==> config.mk <==
export PLATFORM = sky130hd
export DESIGN_NAME = ttc_emergency_brake
export DESIGN_NICKNAME = d
export VERILOG_FILES = /design/src/sv/ttc_eb_pkg.sv /design/src/sv/ttc_eb_front.sv /design/src/sv/ttc_eb_fifo.sv /design/src/sv/ttc_eb_back.sv /design/src/sv/ttc_emergency_brake.sv
export VERILOG_INCLUDE_DIRS = /design/src /design/src/sv
export SDC_FILE = /design/constraint.sdc
export NUM_CORES = 2
export LEC_CHECK = 0
export BUFFER_PORTS_ARGS = -buffer_cell sky130_fd_sc_hd__buf_4
export CAP_MARGIN = 20
export CORE_ASPECT_RATIO = 1.25
export CORE_MARGIN = 4
export CORE_UTILIZATION = 50
export DETAILED_ROUTE_END_ITERATION = 6
export PLACE_DENSITY = 0.72
export SLEW_MARGIN = 10
export SYNTH_ARGS = -nofsm -noshare
export SYNTH_HDL_FRONTEND = slang
export SYNTH_SLANG_ARGS = --single-unit
export TNS_END_PERCENT = 50
==> constraint.sdc <==
create_clock -name clk_i -period 8.4 [get_ports clk_i]
set_input_delay 0.42 -clock clk_i [delete_from_list [all_inputs] [get_ports clk_i]]
set_output_delay 0.42 -clock clk_i [all_outputs]
set_load 0.02 [all_outputs]
==> src/sv/ttc_emergency_brake_assert.svh <==
// ----------------------------------------------------------------------------
// ttc_emergency_brake assertion macros
// Same-cycle and next-cycle implication checks on clk_i, off during reset.
// ----------------------------------------------------------------------------
`ifndef TTC_EMERGENCY_BRAKE_ASSERT_SVH
`define TTC_EMERGENCY_BRAKE_ASSERT_SVH

// check cons in the same cycle as ante
`define TEB_ASSERT_SAME(label, ante, cons) \
  label: assert property (@(posedge clk_i) disable iff (!rst_ni) (ante) |-> (cons)) \
    else $error("ttc_emergency_brake: same-cycle check failed");

// check cons in the cycle after ante
`define TEB_ASSERT_NEXT(label, ante, cons) \
  label: assert property (@(posedge clk_i) disable iff (!rst_ni) (ante) |=> (cons)) \
    else $error("ttc_emergency_brake: next-cycle check failed");

`endif

==> src/sv/ttc_eb_pkg.sv <==
`timescale 1ns / 1ps
// ----------------------------------------------------------------------------
// ttc_eb_pkg
// Shared constants, types and the quarter-wave cosine table.
// ----------------------------------------------------------------------------
package ttc_eb_pkg;

  localparam int COS_TABLE_ENTRIES = 1024;
  localparam int IDX_W             = $clog2(COS_TABLE_ENTRIES);
  localparam int FIDX_W            = IDX_W - 1;
  localparam int COS_QTR           = COS_TABLE_ENTRIES / 4;
  localparam int ANGLE_PER_ENTRY   = 65536 / COS_TABLE_ENTRIES;

  localparam longint unsigned PI_Q30 = 64'd3373259426;

  localparam logic [15:0] NO_RETURN   = 16'hFFFF;
  localparam logic [9:0]  RANGE_SCALE = 10'd1000;

  localparam logic [15:0] THRESHOLD_RESET  = 16'd1000;
  localparam logic [15:0] START_ANGLE_RST  = 16'd0;
  localparam logic [15:0] ANGLE_STEP_RESET = 16'd182;

  localparam int QUEUE_DEPTH = 4;
  localparam int QPTR_W      = $clog2(QUEUE_DEPTH);

  typedef enum logic [7:0] {
    CFG_THRESHOLD   = 8'd0,
    CFG_START_ANGLE = 8'd1,
    CFG_ANGLE_STEP  = 8'd2
  } cfg_idx_e;

  typedef enum logic {
    CMD_SPEED = 1'b0,
    CMD_BEAM  = 1'b1
  } cmd_e;

  typedef struct packed {
    cmd_e                command;
    logic                last;
    logic                first;
    logic signed [15:0]  speed;
    logic [15:0]         range;
    logic [FIDX_W-1:0]   fidx;
    logic                neg;
  } q_entry_t;

  typedef struct packed {
    logic              full;
    logic              empty;
    logic [QPTR_W:0]   count;
  } fifo_status_t;

  typedef logic [14:0] qtab_t [COS_QTR];

  // restoring long division, evaluated only while building the cosine constants
  function automatic longint unsigned div_u64(input longint unsigned num,
                                              input longint unsigned den);
    longint unsigned quo;
    longint unsigned rem;
    quo = '0;
    rem = '0;
    for (int b = 63; b >= 0; b--) begin
      rem = {rem[62:0], num[b]};
      if (rem >= den) begin
        rem    = rem - den;
        quo[b] = 1'b1;
      end
    end
    return quo;
  endfunction

  function automatic logic [14:0] quad_cos(input logic [16:0] x);
    longint unsigned theta;
    longint unsigned t2;
    longint unsigned term;
    longint          sum;
    longint          q;
    theta = (longint'(x) * PI_Q30) >> 15;
    t2    = (theta * theta) >> 30;
    term  = 64'd1 << 30;
    sum   = longint'(term);
    for (int k = 1; k <= 8; k++) begin
      term = div_u64((term * t2) >> 30, 64'((2 * k - 1) * (2 * k)));
      if ((k & 1) == 1) begin
        sum = sum - longint'(term);
      end else begin
        sum = sum + longint'(term);
      end
    end
    if (sum < 0) begin
      sum = 0;
    end
    q = (sum + 64'sd16384) >>> 15;
    if (q > 32767) begin
      q = 32767;
    end
    return q[14:0];
  endfunction

  function automatic qtab_t build_qtab();
    qtab_t t;
    for (int i = 0; i < COS_QTR; i++) begin
      t[i] = quad_cos(17'(i * ANGLE_PER_ENTRY));
    end
    return t;
  endfunction

  localparam qtab_t       COS_QTAB = build_qtab();
  localparam logic [14:0] COS_QEND = quad_cos(17'd16384);

endpackage

==> src/sv/ttc_eb_front.sv <==
`timescale 1ns / 1ps
// ----------------------------------------------------------------------------
// ttc_eb_front
// Accepts words, tracks the scan angle and folds it to a quarter-wave index.
// ----------------------------------------------------------------------------
module ttc_eb_front import ttc_eb_pkg::*; (
  input  logic         clk_i,
  input  logic         rst_ni,
  input  logic         s_axis_tvalid,
  output logic         s_axis_tready,
  input  logic [31:0]  s_axis_tdata,
  input  logic         s_axis_tlast,
  input  logic         s_axis_tuser,
  input  logic         full_i,
  input  logic [15:0]  start_angle_i,
  input  logic [15:0]  angle_step_i,
  output logic         push_o,
  output q_entry_t     entry_o
);

  logic [15:0]       angle_q, angle_d;
  logic              scan_start_q, scan_start_d;
  logic [15:0]       angle;
  logic [IDX_W-1:0]  idx;
  logic [1:0]        quad;
  logic [IDX_W-3:0]  low;
  logic              low_zero;
  logic [FIDX_W-1:0] low_ext;
  logic [FIDX_W-1:0] mirror;

  assign s_axis_tready = !full_i;
  assign push_o        = s_axis_tvalid && s_axis_tready;

  assign angle    = scan_start_q ? start_angle_i : angle_q;
  assign idx      = angle[15 -: IDX_W];
  assign quad     = idx[IDX_W-1 -: 2];
  assign low      = idx[IDX_W-3:0];
  assign low_zero = (low == '0);
  assign low_ext  = {1'b0, low};
  assign mirror   = FIDX_W'(COS_QTR) - low_ext;

  always_comb begin
    entry_o.command = cmd_e'(s_axis_tuser);
    entry_o.last    = s_axis_tlast;
    entry_o.first   = scan_start_q;
    entry_o.speed   = s_axis_tdata[15:0];
    entry_o.range   = s_axis_tdata[31:16];
    case (quad)
      2'd0: begin
        entry_o.fidx = low_ext;
        entry_o.neg  = 1'b0;
      end
      2'd1: begin
        entry_o.fidx = mirror;
        entry_o.neg  = !low_zero;
      end
      2'd2: begin
        entry_o.fidx = low_ext;
        entry_o.neg  = 1'b1;
      end
      default: begin
        entry_o.fidx = mirror;
        entry_o.neg  = low_zero;
      end
    endcase
  end

  always_comb begin
    angle_d      = angle_q;
    scan_start_d = scan_start_q;
    if (push_o && (cmd_e'(s_axis_tuser) == CMD_BEAM)) begin
      angle_d      = angle + angle_step_i;
      scan_start_d = s_axis_tlast;
    end
  end

  always_ff @(posedge clk_i or negedge rst_ni) begin
    if (!rst_ni) begin
      angle_q      <= '0;
      scan_start_q <= 1'b1;
    end else begin
      angle_q      <= angle_d;
      scan_start_q <= scan_start_d;
    end
  end

endmodule

==> src/sv/ttc_eb_fifo.sv <==
`timescale 1ns / 1ps
// ----------------------------------------------------------------------------
// ttc_eb_fifo
// Short word queue between the front and the back.
// ----------------------------------------------------------------------------
module ttc_eb_fifo import ttc_eb_pkg::*; (
  input  logic         clk_i,
  input  logic         rst_ni,
  input  logic         push_i,
  input  q_entry_t     entry_i,
  input  logic         pop_i,
  output q_entry_t     entry_o,
  output fifo_status_t status_o
);

  q_entry_t          mem_q [QUEUE_DEPTH];
  logic [QPTR_W-1:0] wr_ptr_q, wr_ptr_d;
  logic [QPTR_W-1:0] rd_ptr_q, rd_ptr_d;
  logic [QPTR_W:0]   count_q, count_d;

  assign entry_o        = mem_q[rd_ptr_q];
  assign status_o.full  = (count_q == (QPTR_W+1)'(QUEUE_DEPTH));
  assign status_o.empty = (count_q == '0);
  assign status_o.count = count_q;

  always_comb begin
    wr_ptr_d = push_i ? wr_ptr_q + 1'b1 : wr_ptr_q;
    rd_ptr_d = pop_i ? rd_ptr_q + 1'b1 : rd_ptr_q;
    count_d  = count_q;
    if (push_i && !pop_i) begin
      count_d = count_q + 1'b1;
    end else if (pop_i && !push_i) begin
      count_d = count_q - 1'b1;
    end
  end

  always_ff @(posedge clk_i) begin
    if (push_i) begin
      mem_q[wr_ptr_q] <= entry_i;
    end
  end

  always_ff @(posedge clk_i or negedge rst_ni) begin
    if (!rst_ni) begin
      wr_ptr_q <= '0;
      rd_ptr_q <= '0;
      count_q  <= '0;
    end else begin
      wr_ptr_q <= wr_ptr_d;
      rd_ptr_q <= rd_ptr_d;
      count_q  <= count_d;
    end
  end

endmodule

==> src/sv/ttc_eb_back.sv <==
`timescale 1ns / 1ps
// ----------------------------------------------------------------------------
// ttc_eb_back
// Cosine lookup, closing speed, threshold compare and the brake word.
// ----------------------------------------------------------------------------
module ttc_eb_back import ttc_eb_pkg::*; (
  input  logic         clk_i,
  input  logic         rst_ni,
  input  q_entry_t     entry_i,
  input  logic         empty_i,
  input  logic [15:0]  threshold_i,
  output logic         pop_o,
  output logic         m_axis_tvalid,
  input  logic         m_axis_tready,
  output logic [7:0]   m_axis_tdata
);

  logic                advance;
  logic                is_beam;
  logic [14:0]         cos_mag;

  logic signed [15:0]  speed_q, speed_d;

  logic                s1_valid_q;
  logic                s1_last_q, s1_first_q, s1_neg_q;
  logic [14:0]         s1_mag_q;
  logic signed [15:0]  s1_speed_q;
  logic [15:0]         s1_range_q;

  logic                s2_valid_q;
  logic                s2_last_q, s2_first_q;
  logic [15:0]         s2_range_q;
  logic [14:0]         s2_close_q;

  logic                s3_valid_q;
  logic                s3_last_q, s3_first_q, s3_ok_q;
  logic [25:0]         s3_lhs_q;
  logic [30:0]         s3_rhs_q;

  logic                out_valid_q, out_valid_d;
  logic                brake_q;
  logic                threat_q, threat_d;

  logic [15:0]         speed_abs;
  logic [29:0]         prod;
  logic                closing_pos;
  logic                hit;
  logic                threat_now;

  assign advance = !out_valid_q || m_axis_tready;
  assign pop_o   = advance && !empty_i;
  assign is_beam = (entry_i.command == CMD_BEAM);

  assign cos_mag = (entry_i.fidx == FIDX_W'(COS_QTR)) ? COS_QEND
                                                       : COS_QTAB[entry_i.fidx[FIDX_W-2:0]];

  assign speed_abs   = s1_speed_q[15] ? 16'(-s1_speed_q) : s1_speed_q;
  assign prod        = 30'({14'b0, speed_abs} * {15'b0, s1_mag_q});
  assign closing_pos = (s1_speed_q != '0) && (s1_mag_q != '0) && (s1_speed_q[15] == s1_neg_q);

  assign hit        = s3_ok_q && (31'(s3_lhs_q) < s3_rhs_q);
  assign threat_now = (s3_first_q ? 1'b0 : threat_q) | hit;

  assign speed_d     = (pop_o && !is_beam) ? entry_i.speed : speed_q;
  assign threat_d    = (advance && s3_valid_q) ? threat_now : threat_q;
  assign out_valid_d = advance ? (s3_valid_q && s3_last_q) : out_valid_q;

  assign m_axis_tvalid = out_valid_q;
  assign m_axis_tdata  = {7'b0, brake_q};

  always_ff @(posedge clk_i) begin
    if (advance) begin
      s1_last_q  <= entry_i.last;
      s1_first_q <= entry_i.first;
      s1_neg_q   <= entry_i.neg;
      s1_mag_q   <= cos_mag;
      s1_speed_q <= speed_q;
      s1_range_q <= entry_i.range;

      s2_last_q  <= s1_last_q;
      s2_first_q <= s1_first_q;
      s2_range_q <= s1_range_q;
      s2_close_q <= closing_pos ? prod[29:15] : '0;

      s3_last_q  <= s2_last_q;
      s3_first_q <= s2_first_q;
      s3_ok_q    <= (s2_range_q != NO_RETURN) && (s2_close_q != '0);
      s3_lhs_q   <= {10'b0, s2_range_q} * {16'b0, RANGE_SCALE};
      s3_rhs_q   <= {15'b0, threshold_i} * {16'b0, s2_close_q};

      if (s3_valid_q && s3_last_q) begin
        brake_q <= threat_now;
      end
    end
  end

  always_ff @(posedge clk_i or negedge rst_ni) begin
    if (!rst_ni) begin
      speed_q     <= '0;
      s1_valid_q  <= 1'b0;
      s2_valid_q  <= 1'b0;
      s3_valid_q  <= 1'b0;
      out_valid_q <= 1'b0;
      threat_q    <= 1'b0;
    end else begin
      speed_q     <= speed_d;
      threat_q    <= threat_d;
      out_valid_q <= out_valid_d;
      if (advance) begin
        s1_valid_q <= pop_o && is_beam;
        s2_valid_q <= s1_valid_q;
        s3_valid_q <= s2_valid_q;
      end
    end
  end

endmodule

==> src/sv/ttc_emergency_brake.sv <==
`timescale 1ns / 1ps
// A beam word that closes a scan goes from the queue through s1, s2 and s3 into the output brake register.
// Throughput: one word per cycle while no brake word is held, set by the single queue pop and the output register.
// A held brake word stalls the back pipeline; the front keeps filling the 4-word queue.
// Reset: rst_ni is asynchronous and active low; it empties the queue and pipeline and
// loads the register reset values. The cosine table is constant and needs no fill.
// ----------------------------------------------------------------------------
// ttc_emergency_brake
// Time-to-collision braking decision over lidar scans.
// ----------------------------------------------------------------------------
`include "ttc_emergency_brake_assert.svh"

module ttc_emergency_brake import ttc_eb_pkg::*; (
  input  logic         clk_i,
  input  logic         rst_ni,
  input  logic         s_axis_tvalid,
  output logic         s_axis_tready,
  input  logic [31:0]  s_axis_tdata,   // speed_mm_s, range_mm
  input  logic         s_axis_tlast,
  input  logic         s_axis_tuser,   // command
  output logic         m_axis_tvalid,
  input  logic         m_axis_tready,
  output logic [7:0]   m_axis_tdata,   // brake
  input  logic         cfg_valid_i,
  output logic         cfg_ready_o,
  input  logic [7:0]   cfg_addr_i,
  input  logic [15:0]  cfg_data_i
);

  logic [15:0]  threshold_q, threshold_d;
  logic [15:0]  start_angle_q, start_angle_d;
  logic [15:0]  angle_step_q, angle_step_d;

  logic         push;
  logic         pop;
  q_entry_t     push_entry;
  q_entry_t     pop_entry;
  fifo_status_t fifo_status;

  assign cfg_ready_o = 1'b1;

  always_comb begin
    threshold_d   = threshold_q;
    start_angle_d = start_angle_q;
    angle_step_d  = angle_step_q;
    if (cfg_valid_i && cfg_ready_o) begin
      unique case (cfg_addr_i)
        CFG_THRESHOLD:   threshold_d   = cfg_data_i;
        CFG_START_ANGLE: start_angle_d = cfg_data_i;
        CFG_ANGLE_STEP:  angle_step_d  = cfg_data_i;
        default: ;
      endcase
    end
  end

  always_ff @(posedge clk_i or negedge rst_ni) begin
    if (!rst_ni) begin
      threshold_q   <= THRESHOLD_RESET;
      start_angle_q <= START_ANGLE_RST;
      angle_step_q  <= ANGLE_STEP_RESET;
    end else begin
      threshold_q   <= threshold_d;
      start_angle_q <= start_angle_d;
      angle_step_q  <= angle_step_d;
    end
  end

  ttc_eb_front u_front (
    .clk_i         (clk_i),
    .rst_ni        (rst_ni),
    .s_axis_tvalid (s_axis_tvalid),
    .s_axis_tready (s_axis_tready),
    .s_axis_tdata  (s_axis_tdata),
    .s_axis_tlast  (s_axis_tlast),
    .s_axis_tuser  (s_axis_tuser),
    .full_i        (fifo_status.full),
    .start_angle_i (start_angle_q),
    .angle_step_i  (angle_step_q),
    .push_o        (push),
    .entry_o       (push_entry)
  );

  ttc_eb_fifo u_fifo (
    .clk_i    (clk_i),
    .rst_ni   (rst_ni),
    .push_i   (push),
    .entry_i  (push_entry),
    .pop_i    (pop),
    .entry_o  (pop_entry),
    .status_o (fifo_status)
  );

  ttc_eb_back u_back (
    .clk_i         (clk_i),
    .rst_ni        (rst_ni),
    .entry_i       (pop_entry),
    .empty_i       (fifo_status.empty),
    .threshold_i   (threshold_q),
    .pop_o         (pop),
    .m_axis_tvalid (m_axis_tvalid),
    .m_axis_tready (m_axis_tready),
    .m_axis_tdata  (m_axis_tdata)
  );

  `TEB_ASSERT_SAME(a_no_pop_on_stall, m_axis_tvalid && !m_axis_tready, !pop)
  `TEB_ASSERT_SAME(a_pop_not_empty, pop, !fifo_status.empty)
  `TEB_ASSERT_NEXT(a_count_up, push && !pop,
                   fifo_status.count == $past(fifo_status.count) + 1'b1)

endmodule

# Word level (Yosys, flattened, before mapping)
# Memories as Yosys holds them, arrays and structs flattened. A register that Yosys moved wholly into a read port is not among the register bits.
# Cells that the tools add are included.
# totals
reg_bits	219
mem_bits_rw	180
mem_bits_ro	3840
in_bits	63
n_memories	2
# classes
addsub	7
n_mul	3
magnitude_cmp	1
n_eq_ne	8
n_mux	8
bitwise_logic	2
n_reduce_logical	33
# mem_list
memory	words	width	read_ports	rd_clocked_by_memory_dff	wr	line	text
(name not given)	256	15	1	1	0	ttc_eb_back.sv:55	: COS_QTAB[entry_i.fidx[FIDX_W-2:0]];
u_fifo.mem_q	4	45	1	0	1	ttc_eb_fifo.sv:16	q_entry_t mem_q [QUEUE_DEPTH];
# ops
operator	count
16-bit two-way mux	2
26-bit by 31-bit less-than comparator with 1-bit output	1
16-bit by 15-bit multiplier with 31-bit output	1
16-bit by 15-bit multiplier with 30-bit output	1
10-bit case mux with 3 select lines	1
15-bit nonzero test	2
16-bit by 7-bit multiplier with 23-bit output, second input constant	1
16-bit adder	1
8-bit logical NOT	2
16-bit != test, second input constant	1
16-bit negation	1
16-bit nonzero test	1
1-bit logical AND	13
9-bit == test, second input constant	1
8-bit inverter with 9-bit output	1
9-bit by 8-bit subtractor with 9-bit output, first input constant	1
8-bit by 1-bit == test with 1-bit output, second input constant	1
8-bit by 2-bit == test with 1-bit output, second input constant	1
2-bit AND reduction	4
1-bit logical NOT	7
3-bit two-way mux	2
2-bit by 1-bit adder with 2-bit output, second input constant	2
3-bit by 1-bit adder with 3-bit output, second input constant	1
3-bit == test, second input constant	1
other kinds (10)	12

# Depth between registers and ports, before layout
# logic_depth
word_depth	7
mapped_depth	31

# Hierarchy
# A second synthesis with hierarchy kept.
# unflattened
cells_unflattened	3697
hier_area_um2	38832.2
# modules_own_cells
module	n_inst	cells_per_inst	area_each_um2	seq_area_each_um2
ttc_eb_back	1	3065	27900.5	4759.6
ttc_eb_fifo	1	269	6907.9	5580.4
ttc_eb_front	1	254	2050.7	426.7
ttc_emergency_brake	1	109	1973.1	1214.9

# Worst setup path before layout
# Ideal clock, no wire load.
# synth_timing
kind	register -> register
from	register u_back.s1_speed_q[0]
to	register u_back.s2_close_q[8], data pin
arrival_ns	7.077
required_time_ns	8.143
setup_slack_ns	1.066
path_stages_with_launch	30
path_buffers	2
cell_sequence	edfxtp_1 > inv_1 > ha_1 > nand2_1 > or3_1 > clkbuf_1 > o41ai_1 > xnor2_1 > clkbuf_1 > and2_1 > fa_1 > inv_1 > fa_1 > inv_1 > fa_1 > fa_1 > fa_1 > inv_1 > fa_1 > inv_1 > ha_1 > a211oi_1 > nor2_1 > or3_1 > nor2_2 > o221ai_2 > a221o_1 > a21oi_1 > xor2_1 > nor2_1
# synth_via
elab_chain_len	3
elab_cells_between_ends	6
cone_classes	add/sub: 1; mul: 1; mux: 1; reduce/logical: 3
# synth_rtl
item	line	text
start: declaration	ttc_eb_back.sv:27	logic signed [15:0] s1_speed_q;
start signal: assignment	ttc_eb_back.sv:77	s1_speed_q <= speed_q;
16-bit negation or 16-bit nonzero test (tied branches)	ttc_eb_back.sv:57, ttc_eb_back.sv:59	
16-bit two-way mux or 1-bit logical AND (tied branches)	ttc_eb_back.sv:57, ttc_eb_back.sv:59	
16-bit by 15-bit multiplier with 30-bit output or 1-bit logical AND (tied branches)	ttc_eb_back.sv:58, ttc_eb_back.sv:59	
end signal: assignment	ttc_eb_back.sv:83	s2_close_q <= closing_pos ? prod[29:15] : '0;
end: declaration	ttc_eb_back.sv:33	logic [14:0] s2_close_q;
# Several ways; a longest one is shown, not always the timed one.
# A chain may end at the register's enable or synchronous reset.

# Final worst setup path
# layout_timing
from	register u_back.s1_speed_q[3]
to	register u_back.s2_close_q[13], data pin
# Same word-level chain as after synthesis.

==> metrics.md <==
| Metric | Value |
|---|---|
| WP depth | 25 |
| Sequential element share of the synthesized area | 0.3148 |
| CP top delay family | adder cells |
| 1st-pass router iterations | 7 |
| Register bit total from synthesis | 414 |
| Max Cap Viol | 0 |
| Post-detailed-route wirelength per cell | 20.42 microns |
| Multi-input gate area | 23330 sq um |
| Core Region | 75110 sq um |
| Final period util | 0.9053 |
| Cell row count | 112 |
| CP startpoint | u_back.s1_speed_q[3] |
| DRC Markers | 12 |
| ANT nets after route | 0 |
| H-tree levels | 2 |
| Critical Path AT | approximately 8 ns |
| Slowest CP cell | fa_1 |
| # fillers | 6408 |
| Die area | 80620 sq um |
| Worst setup SP type | register |
| IO Pins | 74 |
| Routed WL | 93.12 mm |
| Post-CTS setup buffer count | 0 |
| EDFF count, synth | between 300 and 400 |
| CP peak stage delay | 0.58 ns |
| Chip Height | 316.5 microns |
| Post-Syn Area per Cell | approximately 11 sq um |
| YS warnings | 0 |
| # setup viols final | 0 |
| Outcome | finished, violations left |
| Post-layout min period | 7.604 ns |
| Final core occ | 0.5462 |
| Ant. Diodes | 0 |
| Fin Hold WS | 0.03582 ns |
| DP HPWL | 69.08 mm |
| Worst-case clock buffer depth | 3 |
| Synth cell types | 96 |
| Worst hold-check path type | in2reg |
| Final hold vios | 0 |
| Fmax | between 0.1 and 0.15 GHz |
| GRT overflow | 0 |
| Routed via count | 26600 |
| Clock transition at path regs | about 0.060 ns |
| End of the worst register-to-register path | u_back.s2_close_q[13] |
| Critical path's most frequent cell | fa_1 |
| Critical Path End Type | register |
| Post-Synthesis Cells | around 3600 |
| Clock Latency Late Sink | 0.60 ns |
| Starting density of the core | 0.5067 |
| Share of cells above drive strength 1 | 0.1063 |
| CP Class | reg2reg |
| R2r setup slk | 0.80 ns |
| Register-to-Register Path Depth | 25 |
| Vias/cell | 5.832 |
| Post-Syn Area | 38060 sq um |
| WP buf/inv | 4 |
| Vias in the first global route | 27710 |
| Cts bufs inserted | 46 |
| CTS tree | yes |
| WP data required | 8.70 ns |
| Worst slew margin | 0.3772 |
| RSZ-0062 raised after global routing | no |
| Final Wtd Congestion | 0.9869 |
| Reg area | 11990 sq um |
| Violations in the final reports | design-rule violations |
| Clk_skew | 0.03365 ns |
| Post-Route Setup TNS | 0 ns |
| Area grow syn2layout | 7.792% |
| Critical path fanouts, max | 9 |
| Starting DRT DRC Count | 2008 |
| Layout Nets | 4327 |
| Sink Count | 414 |
| R2R Path Start | u_back.s1_speed_q[3] |
| GRT Util Overall | 0.2345 |
| PortBufs | 65 |
| CTS Root Cell | clkbuf_16 |
| Initial antenna violation count | 0 |
| Setup crit end | u_back.s2_close_q[13] |
| Synth Flop Type | edfxtp_1 |
| Pin count of the biggest net entering global routing | 73 |
| Die width | roughly 250 microns |
| Final Slew Violations | 0 |
| Worst Max-Slew Pin Slew | just over 0.9 ns |
| First-pass GRT wire length | ~150 mm |
| FFs w/ async S/R, synth | 0.2246 |
-- stage by stage --
step / area [sq um] / std cells / worst slack (ns)
after global placement: 39300 / 4473 / 0.8760
after global routing: 41020 / 4561 / 0.3759
after floorplan: 38080 / 3581 / 1.066
after detailed placement: 39310 / 4474 / 0.7691
after CTS: 41020 / 4561 / 0.7503
final: 41020 / 4561 / 0.7955
-- registers in the layout (all words and copies together), names as in the netlist, 2 cells and up --
register and cells:
u_back.s3_lhs_q 23, u_fifo.rd_ptr_q 2, u_back.s1_speed_q 16, u_front.angle_q 16, threshold_q 16, start_angle_q 16
angle_step_q 16, u_back.speed_q 16, u_back.s2_close_q 15, u_back.s1_range_q 16, u_back.s1_mag_q 15, u_fifo.count_q 3
u_fifo.mem_q 180, u_back.s3_rhs_q 31, u_back.s2_range_q 16, u_fifo.wr_ptr_q 2
-- worst reg2reg max path, cell delays in order, from the launching register on --
cell and delay, ns:
edfxtp_1 0.43, or4_1 0.55, or2_2 0.36, o21ai_0 0.21
xnor2_1 0.40, buf_4 0.28, nand2_1 0.09, fa_1 0.58
inv_1 0.06, fa_1 0.55, fa_1 0.44, fa_1 0.46
fa_1 0.49, inv_1 0.05, fa_1 0.48, inv_1 0.05
ha_1 0.32, a21o_1 0.17, a21oi_1 0.24, o21ai_0 0.15
a31oi_1 0.23, a31oi_1 0.14, and2_1 0.23, a21oi_1 0.19
xor2_1 0.15, nor2_1 0.05
-- per-layer routing --
metal  track usage  wire length [microns]  vias to the layer above
met2        0.4074                  46280                     1004
met1        0.3016                  37460                    13360
met5             0                      0                        -
met3       0.03413                   5555                      264
li1              -                      -                    11970
met4       0.08261                   3829                        0
-- worst min-delay path by stage --
stage,start,depth (start not counted),slack (ns),endpoint
final,s_axis_tdata[14],1,0.04,u_fifo.mem_q[0][40]
after global routing,s_axis_tdata[14],1,0.02,u_fifo.mem_q[0][40]
after CTS,s_axis_tuser,1,0.01,u_fifo.mem_q[2][44]
after detailed placement,u_back.s1_range_q[8],0,0.40,u_back.s2_range_q[8]
after global placement,u_back.s1_range_q[7],0,0.40,u_back.s2_range_q[7]
after floorplan,rst_ni,0,0.12,angle_step_q[0]
-- area by class of cell --
type                       count  area share
inverter                     516     0.04727
multi-input combinational   2464      0.5688
clock buffer                  57     0.03053
timing repair buffer         112     0.02065
clock inverter                29     0.01101
tap                          969     0.02955
sequential                   414      0.2922
-- kinds of logic after synthesis --
kind of cell | Yosys count | synth area share
and+or+nand+nor | 951 | 0.1227
adders and majority gates | 710 | 0.3151
buffers and inverters | 703 | 0.07410
AOI/OAI and AO/OA | 537 | 0.09265
DFF | 414 | 0.3148
muxes | 155 | 0.05674
xor gates and xnor gates | 103 | 0.02370
other | 2 | 0.0001973
-- cells in the final DEF (no fill, tap or decap), types with 13 or more instances in the layout --
cell       instances
o311ai_0          15
o211ai_1          29
nor2_1           129
xnor2_1           78
edfxtp_1         321
fa_1             414
mux4_2            39
dfrtp_1           79
a31oi_1           30
nand2_1          372
inv_1            515
nand2b_1          13
buf_4            110
nand3_1           42
a21oi_1          149
clkbuf_16         46
o21ai_0          111
o22ai_1           13
ha_1             296
mux2_2            85
mux2i_1           26
a211oi_1          25
and2_1           251
nor3_1            48
a21o_1            25
xor2_1            25
a311oi_1          15
-- synth_stat cells (all sizes together) (50+ instances only) --
master    n  share of area
a21oi   151          0.020
and2    251          0.041
buf      78          0.012
clkbuf  109          0.011
dfrtp    81          0.053
edfxtp  321           0.25
fa      414           0.22
ha      296          0.097
inv     516          0.051
mux2     87          0.026
nand2   377          0.038
nor2    133          0.013
nor3     50         0.0067
o21ai   122          0.016
xnor2    78          0.018
-- what timing repair did --
action	in CTS	in global routing
hold endpoints to repair	39	0
hold buffers	1	0
gates resized for setup	0	0
Power is not shown: default switching activity piles up to over one toggle a cycle in this logic, so the estimate is an artifact.
